`src/design/bra_pkg.sv`:
```
// Shared types and constants for the bitmap range allocator.
// Used by bitmap_range_allocator_core; no dependencies of its own.
`default_nettype none
package bra_pkg;

   localparam int MAP_BITS   = 1024;
   localparam int WORD_BITS  = 64;
   localparam int WORD_COUNT = (MAP_BITS + WORD_BITS - 1) / WORD_BITS;
   localparam int WADDR_W    = (WORD_COUNT > 1) ? $clog2(WORD_COUNT) : 1;
   localparam int BIT_W      = $clog2(WORD_BITS);
   localparam int IDX_W      = $clog2(MAP_BITS) + 1;

   localparam logic [2:0] OP_SET      = 3'd0;
   localparam logic [2:0] OP_CONTAINS = 3'd1;
   localparam logic [2:0] OP_ALL_SET  = 3'd2;
   localparam logic [2:0] OP_SCAN     = 3'd3;
   localparam logic [2:0] OP_FLIP     = 3'd4;

   typedef enum logic [2:0] {
      ST_IDLE,
      ST_CHECK,
      ST_FETCH,
      ST_LOAD,
      ST_BITS,
      ST_DONE
   } state_type;

endpackage
`default_nettype wire

```
`src/design/bra_ram.sv`:
```
// Generic simple dual-port RAM: one write port, one read port, registered read.
// No dependencies.
`default_nettype none
module bra_ram #(
   parameter int WIDTH = 8,
   parameter int DEPTH = 16
) (
   input  wire logic                     clock,
   input  wire logic                     we,
   input  wire logic [$clog2(DEPTH)-1:0] waddr,
   input  wire logic [WIDTH-1:0]         wdata,
   input  wire logic [$clog2(DEPTH)-1:0] raddr,
   output logic      [WIDTH-1:0]         rdata
);

   logic [WIDTH-1:0] mem_ff [DEPTH];

   always_ff @(posedge clock) begin
      if (we) begin
         mem_ff[waddr] <= wdata;
      end
      rdata <= mem_ff[raddr];
   end

endmodule
`default_nettype wire

```
`src/design/bitmap_range_allocator_core.sv`:
```
// Top level of the bitmap range allocator: request decode, word walk and response.
// Depends on bra_pkg and bra_ram.
//
//  channel | direction | contents
//  req_*   | in        | tuser: req_type; tdata: start_req, count, bit_value
//  rsp_*   | out       | tdata: status, answer, found, run_index
//  csr_*   | in        | bit_count write
//
// A transaction walks the bitmap one bit per cycle, pausing for a word load at each
// word boundary crossed; around the walk come decode, first fetch, first load,
// done and the idle state that takes the next request.
// Scan walks the bitmap once; flip then walks the found run again to invert it.
// After reset the bitmap reads as cleared at once (per-word valid flags).
// A finished result waits in the output register; a new request is taken
// meanwhile, and only the end of that next transaction waits for rsp_tready.
`default_nettype none
module bitmap_range_allocator_core
   import bra_pkg::*;
(
   input  wire logic        clock,
   input  wire logic        reset,
   input  wire logic        req_tvalid,
   output logic             req_tready,
   input  wire logic [2:0]  req_tuser,   // [2:0] req_type
   input  wire logic [23:0] req_tdata,   // [10:0] start_req, [21:11] count, [22] bit_value
   output logic             rsp_tvalid,
   input  wire logic        rsp_tready,
   output logic      [15:0] rsp_tdata,   // [0] status, [1] answer, [2] found, [13:3] run_index
   input  wire logic        csr_we,
   input  wire logic [10:0] csr_wdata
);

   state_type state_ff, state_in;

   logic [10:0]          bitcount_ff;
   logic [2:0]           op_ff;
   logic [IDX_W-1:0]     start_ff, cnt_ff;
   logic                 val_ff;
   logic [IDX_W-1:0]     idx_ff, idx_in, end_ff, end_in, run_ff, run_in;
   logic                 wmode_ff, wmode_in, wval_ff, wval_in;
   logic [WORD_BITS-1:0] word_ff, word_in, word_mod;
   logic                 rvalid_ff, rvalid_in;
   logic [WORD_COUNT-1:0] valid_ff;
   logic                 status_ff, status_in, answer_ff, answer_in, found_ff, found_in;
   logic [IDX_W-1:0]     pos_ff, pos_in;
   logic                 rsp_valid_ff, rsp_valid_in;
   logic [15:0]          rsp_data_ff, rsp_data_in;

   logic                 mem_we;
   logic [WADDR_W-1:0]   mem_waddr, mem_raddr;
   logic [WORD_BITS-1:0] mem_rdata;

   logic [IDX_W-1:0]     n_bits, idx_nx, run_nx, pos_cand;
   logic [IDX_W:0]       range_end;
   logic                 bit_cur, is_last, is_boundary, stop;
   logic [WADDR_W-1:0]   cur_word, nx_word;

   assign n_bits    = (bitcount_ff > 11'(MAP_BITS)) ? IDX_W'(MAP_BITS) : IDX_W'(bitcount_ff);
   assign range_end = {1'b0, start_ff} + {1'b0, cnt_ff};
   assign idx_nx    = idx_ff + 1'b1;
   assign run_nx    = run_ff + 1'b1;
   assign pos_cand  = idx_nx - cnt_ff;
   assign cur_word  = idx_ff[BIT_W+WADDR_W-1:BIT_W];
   assign nx_word   = idx_nx[BIT_W+WADDR_W-1:BIT_W];
   assign bit_cur   = word_ff[idx_ff[BIT_W-1:0]];
   assign is_last   = (idx_nx == end_ff);
   assign is_boundary = &idx_ff[BIT_W-1:0];

   always_comb begin
      word_mod = word_ff;
      word_mod[idx_ff[BIT_W-1:0]] = wval_ff;
   end

   assign req_tready = (state_ff == ST_IDLE);
   assign rsp_tvalid = rsp_valid_ff;
   assign rsp_tdata  = rsp_data_ff;

   always_comb begin
      state_in     = state_ff;
      idx_in       = idx_ff;
      end_in       = end_ff;
      run_in       = run_ff;
      wmode_in     = wmode_ff;
      wval_in      = wval_ff;
      word_in      = word_ff;
      rvalid_in    = rvalid_ff;
      status_in    = status_ff;
      answer_in    = answer_ff;
      found_in     = found_ff;
      pos_in       = pos_ff;
      rsp_valid_in = rsp_valid_ff && !rsp_tready;
      rsp_data_in  = rsp_data_ff;
      mem_we       = 1'b0;
      mem_waddr    = cur_word;
      mem_raddr    = cur_word;
      stop         = 1'b0;

      unique case (state_ff)
         ST_IDLE: begin
            if (req_tvalid) begin
               state_in = ST_CHECK;
            end
         end
         ST_CHECK: begin
            status_in = 1'b0;
            answer_in = 1'b0;
            found_in  = 1'b0;
            pos_in    = '0;
            run_in    = '0;
            wmode_in  = 1'b0;
            wval_in   = val_ff;
            idx_in    = start_ff;
            state_in  = ST_DONE;
            if (op_ff > OP_FLIP) begin
               status_in = 1'b1;
            end else if (op_ff <= OP_ALL_SET) begin
               if (range_end > {1'b0, n_bits}) begin
                  status_in = 1'b1;
               end else if (cnt_ff == '0) begin
                  answer_in = (op_ff == OP_ALL_SET);
               end else begin
                  end_in   = range_end[IDX_W-1:0];
                  wmode_in = (op_ff == OP_SET);
                  state_in = ST_FETCH;
               end
            end else begin
               if (start_ff > n_bits) begin
                  status_in = 1'b1;
               end else if (cnt_ff == '0) begin
                  found_in = 1'b1;
                  pos_in   = start_ff;
               end else if (cnt_ff <= n_bits && start_ff != n_bits) begin
                  end_in   = n_bits;
                  state_in = ST_FETCH;
               end
            end
         end
         ST_FETCH: begin
            rvalid_in = valid_ff[cur_word];
            state_in  = ST_LOAD;
         end
         ST_LOAD: begin
            word_in  = rvalid_ff ? mem_rdata : '0;
            state_in = ST_BITS;
         end
         ST_BITS: begin
            idx_in = idx_nx;
            if (wmode_ff) begin
               word_in = word_mod;
               if (is_last || is_boundary) begin
                  mem_we = 1'b1;
               end
            end else if (op_ff == OP_CONTAINS) begin
               if (bit_cur == val_ff) begin
                  answer_in = 1'b1;
                  stop      = 1'b1;
               end
            end else if (op_ff == OP_ALL_SET) begin
               if (!bit_cur) begin
                  stop = 1'b1;
               end else if (is_last) begin
                  answer_in = 1'b1;
               end
            end else begin
               if (bit_cur == val_ff) begin
                  run_in = run_nx;
                  if (run_nx == cnt_ff) begin
                     found_in = 1'b1;
                     pos_in   = pos_cand;
                     stop     = 1'b1;
                     if (op_ff == OP_FLIP) begin
                        // Second pass writes the inverted value over the run.
                        wmode_in = 1'b1;
                        wval_in  = !val_ff;
                        idx_in   = pos_cand;
                        end_in   = pos_cand + cnt_ff;
                     end
                  end
               end else begin
                  run_in = '0;
               end
            end

            if (stop) begin
               state_in = (wmode_in && !wmode_ff) ? ST_FETCH : ST_DONE;
            end else if (is_last) begin
               state_in = ST_DONE;
            end else if (is_boundary) begin
               mem_raddr = nx_word;
               rvalid_in = valid_ff[nx_word];
               state_in  = ST_LOAD;
            end
         end
         ST_DONE: begin
            if (!rsp_valid_ff || rsp_tready) begin
               rsp_valid_in = 1'b1;
               rsp_data_in  = {2'b00, pos_ff, found_ff, answer_ff, status_ff};
               state_in     = ST_IDLE;
            end
         end
         default: begin
            state_in = ST_IDLE;
         end
      endcase
   end

   bra_ram #(
      .WIDTH(WORD_BITS),
      .DEPTH(WORD_COUNT)
   ) u_words (
      .clock(clock),
      .we   (mem_we),
      .waddr(mem_waddr),
      .wdata(word_mod),
      .raddr(mem_raddr),
      .rdata(mem_rdata)
   );

   always_ff @(posedge clock) begin
      if (reset) begin
         state_ff     <= ST_IDLE;
         bitcount_ff  <= 11'(MAP_BITS);
         valid_ff     <= '0;
         rsp_valid_ff <= 1'b0;
      end else begin
         state_ff     <= state_in;
         rsp_valid_ff <= rsp_valid_in;
         if (csr_we) begin
            bitcount_ff <= csr_wdata;
         end
         if (mem_we) begin
            valid_ff[mem_waddr] <= 1'b1;
         end
      end
   end

   always_ff @(posedge clock) begin
      if (req_tvalid && req_tready) begin
         op_ff    <= req_tuser;
         start_ff <= req_tdata[10:0];
         cnt_ff   <= req_tdata[21:11];
         val_ff   <= req_tdata[22];
      end
      idx_ff      <= idx_in;
      end_ff      <= end_in;
      run_ff      <= run_in;
      wmode_ff    <= wmode_in;
      wval_ff     <= wval_in;
      word_ff     <= word_in;
      rvalid_ff   <= rvalid_in;
      status_ff   <= status_in;
      answer_ff   <= answer_in;
      found_ff    <= found_in;
      pos_ff      <= pos_in;
      rsp_data_ff <= rsp_data_in;
   end

   a_write_in_walk: assert property (@(posedge clock) disable iff (reset)
      mem_we |-> (state_ff == ST_BITS) && wmode_ff)
      else $error("word memory written outside a write walk");

   a_accept_to_check: assert property (@(posedge clock) disable iff (reset)
      req_tvalid && req_tready |=> state_ff == ST_CHECK)
      else $error("accepted request not decoded");

   a_walk_in_range: assert property (@(posedge clock) disable iff (reset)
      state_ff == ST_BITS |-> idx_ff < end_ff)
      else $error("walk index past its end");

   a_resp_from_done: assert property (@(posedge clock) disable iff (reset)
      $rose(rsp_valid_ff) |-> $past(state_ff) == ST_DONE)
      else $error("response raised outside completion");

endmodule
`default_nettype wire
```
`config.mk`:
```
export PLATFORM = sky130hd
export DESIGN_NAME = bitmap_range_allocator_core
export DESIGN_NICKNAME = d
export VERILOG_FILES = /design/src/design/bra_pkg.sv /design/src/design/bra_ram.sv /design/src/design/bitmap_range_allocator_core.sv
export SDC_FILE = /design/constraint.sdc
export NUM_CORES = 2
export LEC_CHECK = 0
export ABC_CLOCK_PERIOD_IN_PS = 14150
export BUFFER_PORTS_ARGS = -buffer_cell sky130_fd_sc_hd__buf_2
export CORE_UTILIZATION = 60
export CTS_BUF_LIST = sky130_fd_sc_hd__clkbuf_8
export DETAILED_ROUTE_END_ITERATION = 16
export GPL_TIMING_DRIVEN = 0
export PLACE_DENSITY = 0.76
export SLEW_MARGIN = 5
export SYNTH_ARGS = -nofsm -noshare
export SYNTH_HDL_FRONTEND = slang
export SYNTH_HIERARCHICAL = 1
export SYNTH_SLANG_ARGS = --single-unit
```
`constraint.sdc`:
```
create_clock -name clock -period 14.15 [get_ports clock]
set_input_delay 2.1225 -clock clock [delete_from_list [all_inputs] [get_ports clock]]
set_output_delay 2.1225 -clock clock [all_outputs]
set_load 0.005 [all_outputs]
```
==> key figures <==
Worst hold path
  • HP Start: pos_ff[0]
  • Worst min path class: reg -> reg
  • Worst hold stages: 0
  • Hold EP: rsp_tdata[3]

Worst setup path
  • Worst R2R Setup Slack: 6.87 ns
  • Critical Path Source Type: flip-flop
  • Worst r2r dst: u_words/rdata[50]
  • Worst EP arrival: 8.02 ns
  • CP max FO: 10
  • Crit path required time: 14.88 ns
  • Critical Path Sink Type: flip-flop
  • Kind of critical path: reg -> reg
  • R2R Path Start: idx_ff[0]
  • Reg2Reg Depth: 16

Synthesis
  • Mapped Avg Cell Area: 17.4 µm²
  • Asr flop ratio synth: 0
  • Post-synth EDFFs: 1178
  • Largest cells by area after synthesis: edfxtp_1 (67%), mux4_2 (11%), dfxtp_1 (3.6%)
  • Top-area cell type share of the netlist area: 0.672
  • Post-synth cell types: 81
  • Cells after Synth: 3031
  • Area leader, netlist: edfxtp_1
  • Sequential area share after synthesis: 0.708
  • Yosys Warn Count: 6
  • #FFs+latches synth: 1273
  • Synthesized area: 0.0527 mm²
  • Ys flop type: edfxtp_1

Die
  • Core box area: 0.0869 mm²
  • Die area: 0.0889 mm²
  • Ports: 61
  • Die height: 298 µm
  • Initial Util: 0.606
  • FP Rows: 108
  • Die X: 298 µm

Routing
  • Vias: 30400
  • Met2 Routed Length: 64.1 mm
  • Met1 WL: 50.1 mm
  • DRT Pass-1 Iters: 9
  • DR top layer: met5
  • Metal3 WL: 14.4 mm
  • Via density: 6.50
  • Number of remaining DRC errors: 0
  • Routed Antenna Nets: 0
  • DR WL/cell: 28.6 µm
  • 1st-iter DRT viols: 3938
  • Final WL: 134 mm

Placement
  • Port Buffer Count: 56
  • Gpl congestion: 0.906
  • DP HPWL: 89.3 mm
  • Placed cells: 4318

Finish
  • Share of cells above drive strength 1: 0.233
  • Fin cells: 4682
  • Final nets: 3473
  • Area Overhead vs Synth: 13.1%

Pwr
  • PD cells: 207 mW/mm²
  • Static Leakage: 0.0202 µW
  • Worst VDD drop: 0.121 mV

Clock tree
  • Worst-Skew Late Latency: 0.91 ns
  • Root buffer cell: clkbuf_8
  • Post-CTS sizing: 0
  • CTS tree: built
  • CTS Hold Bufs: 0
  • CTS Buf Count: 197
  • Clock sink count: 1273
  • H-Tree Depth: 4
  • CTS Buffer Depth: 3
  • Clock transition at path regs: 0.06 ns
  • Setup bufs post-CTS: 0

Global routing
  • Initial antenna violation count: 5
  • Tot GR Track Use: 0.307
  • First-pass GRT wire length: 199 mm
  • Global route total overflow: 0
  • Largest net degree at the start of global routing: 28
  • Number of global-route vias before repair: 31000

Timing
  • Max Clock Skew: 0.0741 ns
  • Relative slew margins: 0.119
  • Final setup fails: 0
  • RSZ-0062 raised after global routing: no
  • Worst hold slack: 0.414 ns
  • Period minus WS final: 7.28 ns
  • Final period util: 0.515
  • Fin. max-slew vios: 0
  • Slew @ Worst Pin: 1.32 ns
  • Fmax: 137 MHz
  • Final Hold Vio Count: 0

Run status
  • Outcome: finished, final reports clean

Job
  • Max-cap viol count: 0
==> area by class of cell <==
cell class	count	area, µm²
flip-flops and latches	1273	37300
fillers	5448	27300
multi-input cells	1540	14500
clock buffers	226	3110
well taps	1155	1450
repair buffers	131	1440
plain buffers	174	852
clock inverters	134	748
inverters	45	169
diodes	4	10.0
==> critical path, stage by stage, from the launching register on <==
cell      delay, ns
edfxtp_1       0.51
buf_2          0.30
buf_2          0.31
buf_2          0.38
nor3b_1        0.09
o21ai_0        0.31
o221ai_1       0.19
a2111o_1       0.57
or4_1          0.56
a41o_1         0.36
nor4_2         0.19
xor2_1         0.81
clkbuf_1       0.97
clkbuf_1       0.81
mux4_2         0.42
a22oi_1        0.19
nand2_1        0.13
==> placed cells by master (no fill, tap or decap), types with 18 or more instances in the layout <==
master | Yosys | routed
buf_4 | 8 | 22
nor3_1 | 24 | 20
buf_1 | 29 | 29
clkinv_2 | 0 | 22
xor2_1 | 24 | 24
nor2_1 | 110 | 97
nand3_1 | 89 | 89
a21oi_1 | 54 | 53
mux2_2 | 65 | 65
buf_2 | 26 | 83
ha_1 | 65 | 65
dfxtp_1 | 95 | 95
inv_1 | 45 | 109
xnor2_1 | 32 | 32
clkinv_1 | 0 | 32
clkbuf_1 | 93 | 92
mux4_2 | 267 | 267
a22oi_1 | 128 | 128
o21ai_0 | 46 | 46
edfxtp_1 | 1178 | 1178
nand3b_1 | 18 | 18
buf_6 | 18 | 42
clkbuf_8 | 0 | 226
nand2_1 | 304 | 304
mux2i_1 | 30 | 30
buf_12 | 0 | 27
==> synthesized netlist by cell type (13+ instances only) <==
cell type	n
a211oi_1	13
a21o_1	14
a21oi_1	54
a22oi_1	128
a31oi_1	13
and3_1	14
buf_1	29
buf_2	26
buf_6	18
clkbuf_1	93
dfxtp_1	95
edfxtp_1	1178
ha_1	65
inv_1	45
mux2_2	65
mux2i_1	30
mux4_2	267
nand2_1	304
nand2b_1	17
nand3_1	89
nand3b_1	18
nand4_1	14
nor2_1	110
nor2b_1	16
nor3_1	24
o211ai_1	14
o21ai_0	46
xnor2_1	32
xor2_1	24
==> routing by layer <==
metal / track usage / vias to the layer above
li1: - / 12800
met1: 0.413 / 15400
met2: 0.489 / 1903
met3: 0.0707 / 321
met4: 0.126 / 4
met5: 0 / -
==> where the power goes <==
part           leakage [µW]  switching (µW)  total (µW)  internal (µW)
combinational       0.00650            2790        4500           1720
clock               0.00223            1420        2980           1550
sequential           0.0114             207        4870           4670
==> cell families after synthesis <==
group	count (synthesis)	synth area share
fa+ha+maj	68	0.0166
flops	1273	0.708
simple gates	678	0.0605
compound gates	363	0.0479
buf+inv	219	0.0194
other cells	1	0.0000712
xor+xnor	66	0.0136
mux	363	0.134
==> metrics by stage <==
step	setup slack, ns	util	power (µW)	setup TNS [ns]	cell area [µm²]
finish	6.87	0.685	12400	0	59500
detailed placement	7.22	0.641	9360	0	55700
global route	6.81	0.685	12900	0	59500
CTS	7.20	0.685	12300	0	59500
floorplan	6.38	-	7920	0	52700
global placement	-0.0688	0.626	9220	-6.67	54400
==> worst max-delay path by stage <==
stage | start | end | slack [ns]
floorplan | idx_ff[7] | u_words/mem_ff[0][0] | 6.38
global placement | idx_ff[0] | u_words/mem_ff[12][13] | -0.07
detailed placement | idx_ff[0] | u_words/rdata[8] | 7.22
CTS | idx_ff[0] | u_words/rdata[50] | 7.20
global route | idx_ff[0] | u_words/rdata[8] | 6.81
finish | idx_ff[0] | u_words/rdata[50] | 6.87
==> registers in the layout, indices dropped and copies added, names as in the netlist <==
| name | count |
|---|---|
| u_words/mem_ff | 1024 |
| u_words/rdata | 64 |
| word_ff | 64 |
| valid_ff | 16 |
| rsp_tdata | 14 |
| bitcount_ff | 11 |
| cnt_ff | 11 |
| end_ff | 11 |
| idx_ff | 11 |
| pos_ff | 11 |
| run_ff | 11 |
| start_ff | 11 |
| op_ff | 3 |
| state_ff | 3 |
| answer_ff | 1 |
| found_ff | 1 |
| rsp_tvalid | 1 |
| rvalid_ff | 1 |
| status_ff | 1 |
| val_ff | 1 |
| wmode_ff | 1 |
| wval_ff | 1 |
(Power assumes the default switching activity.)
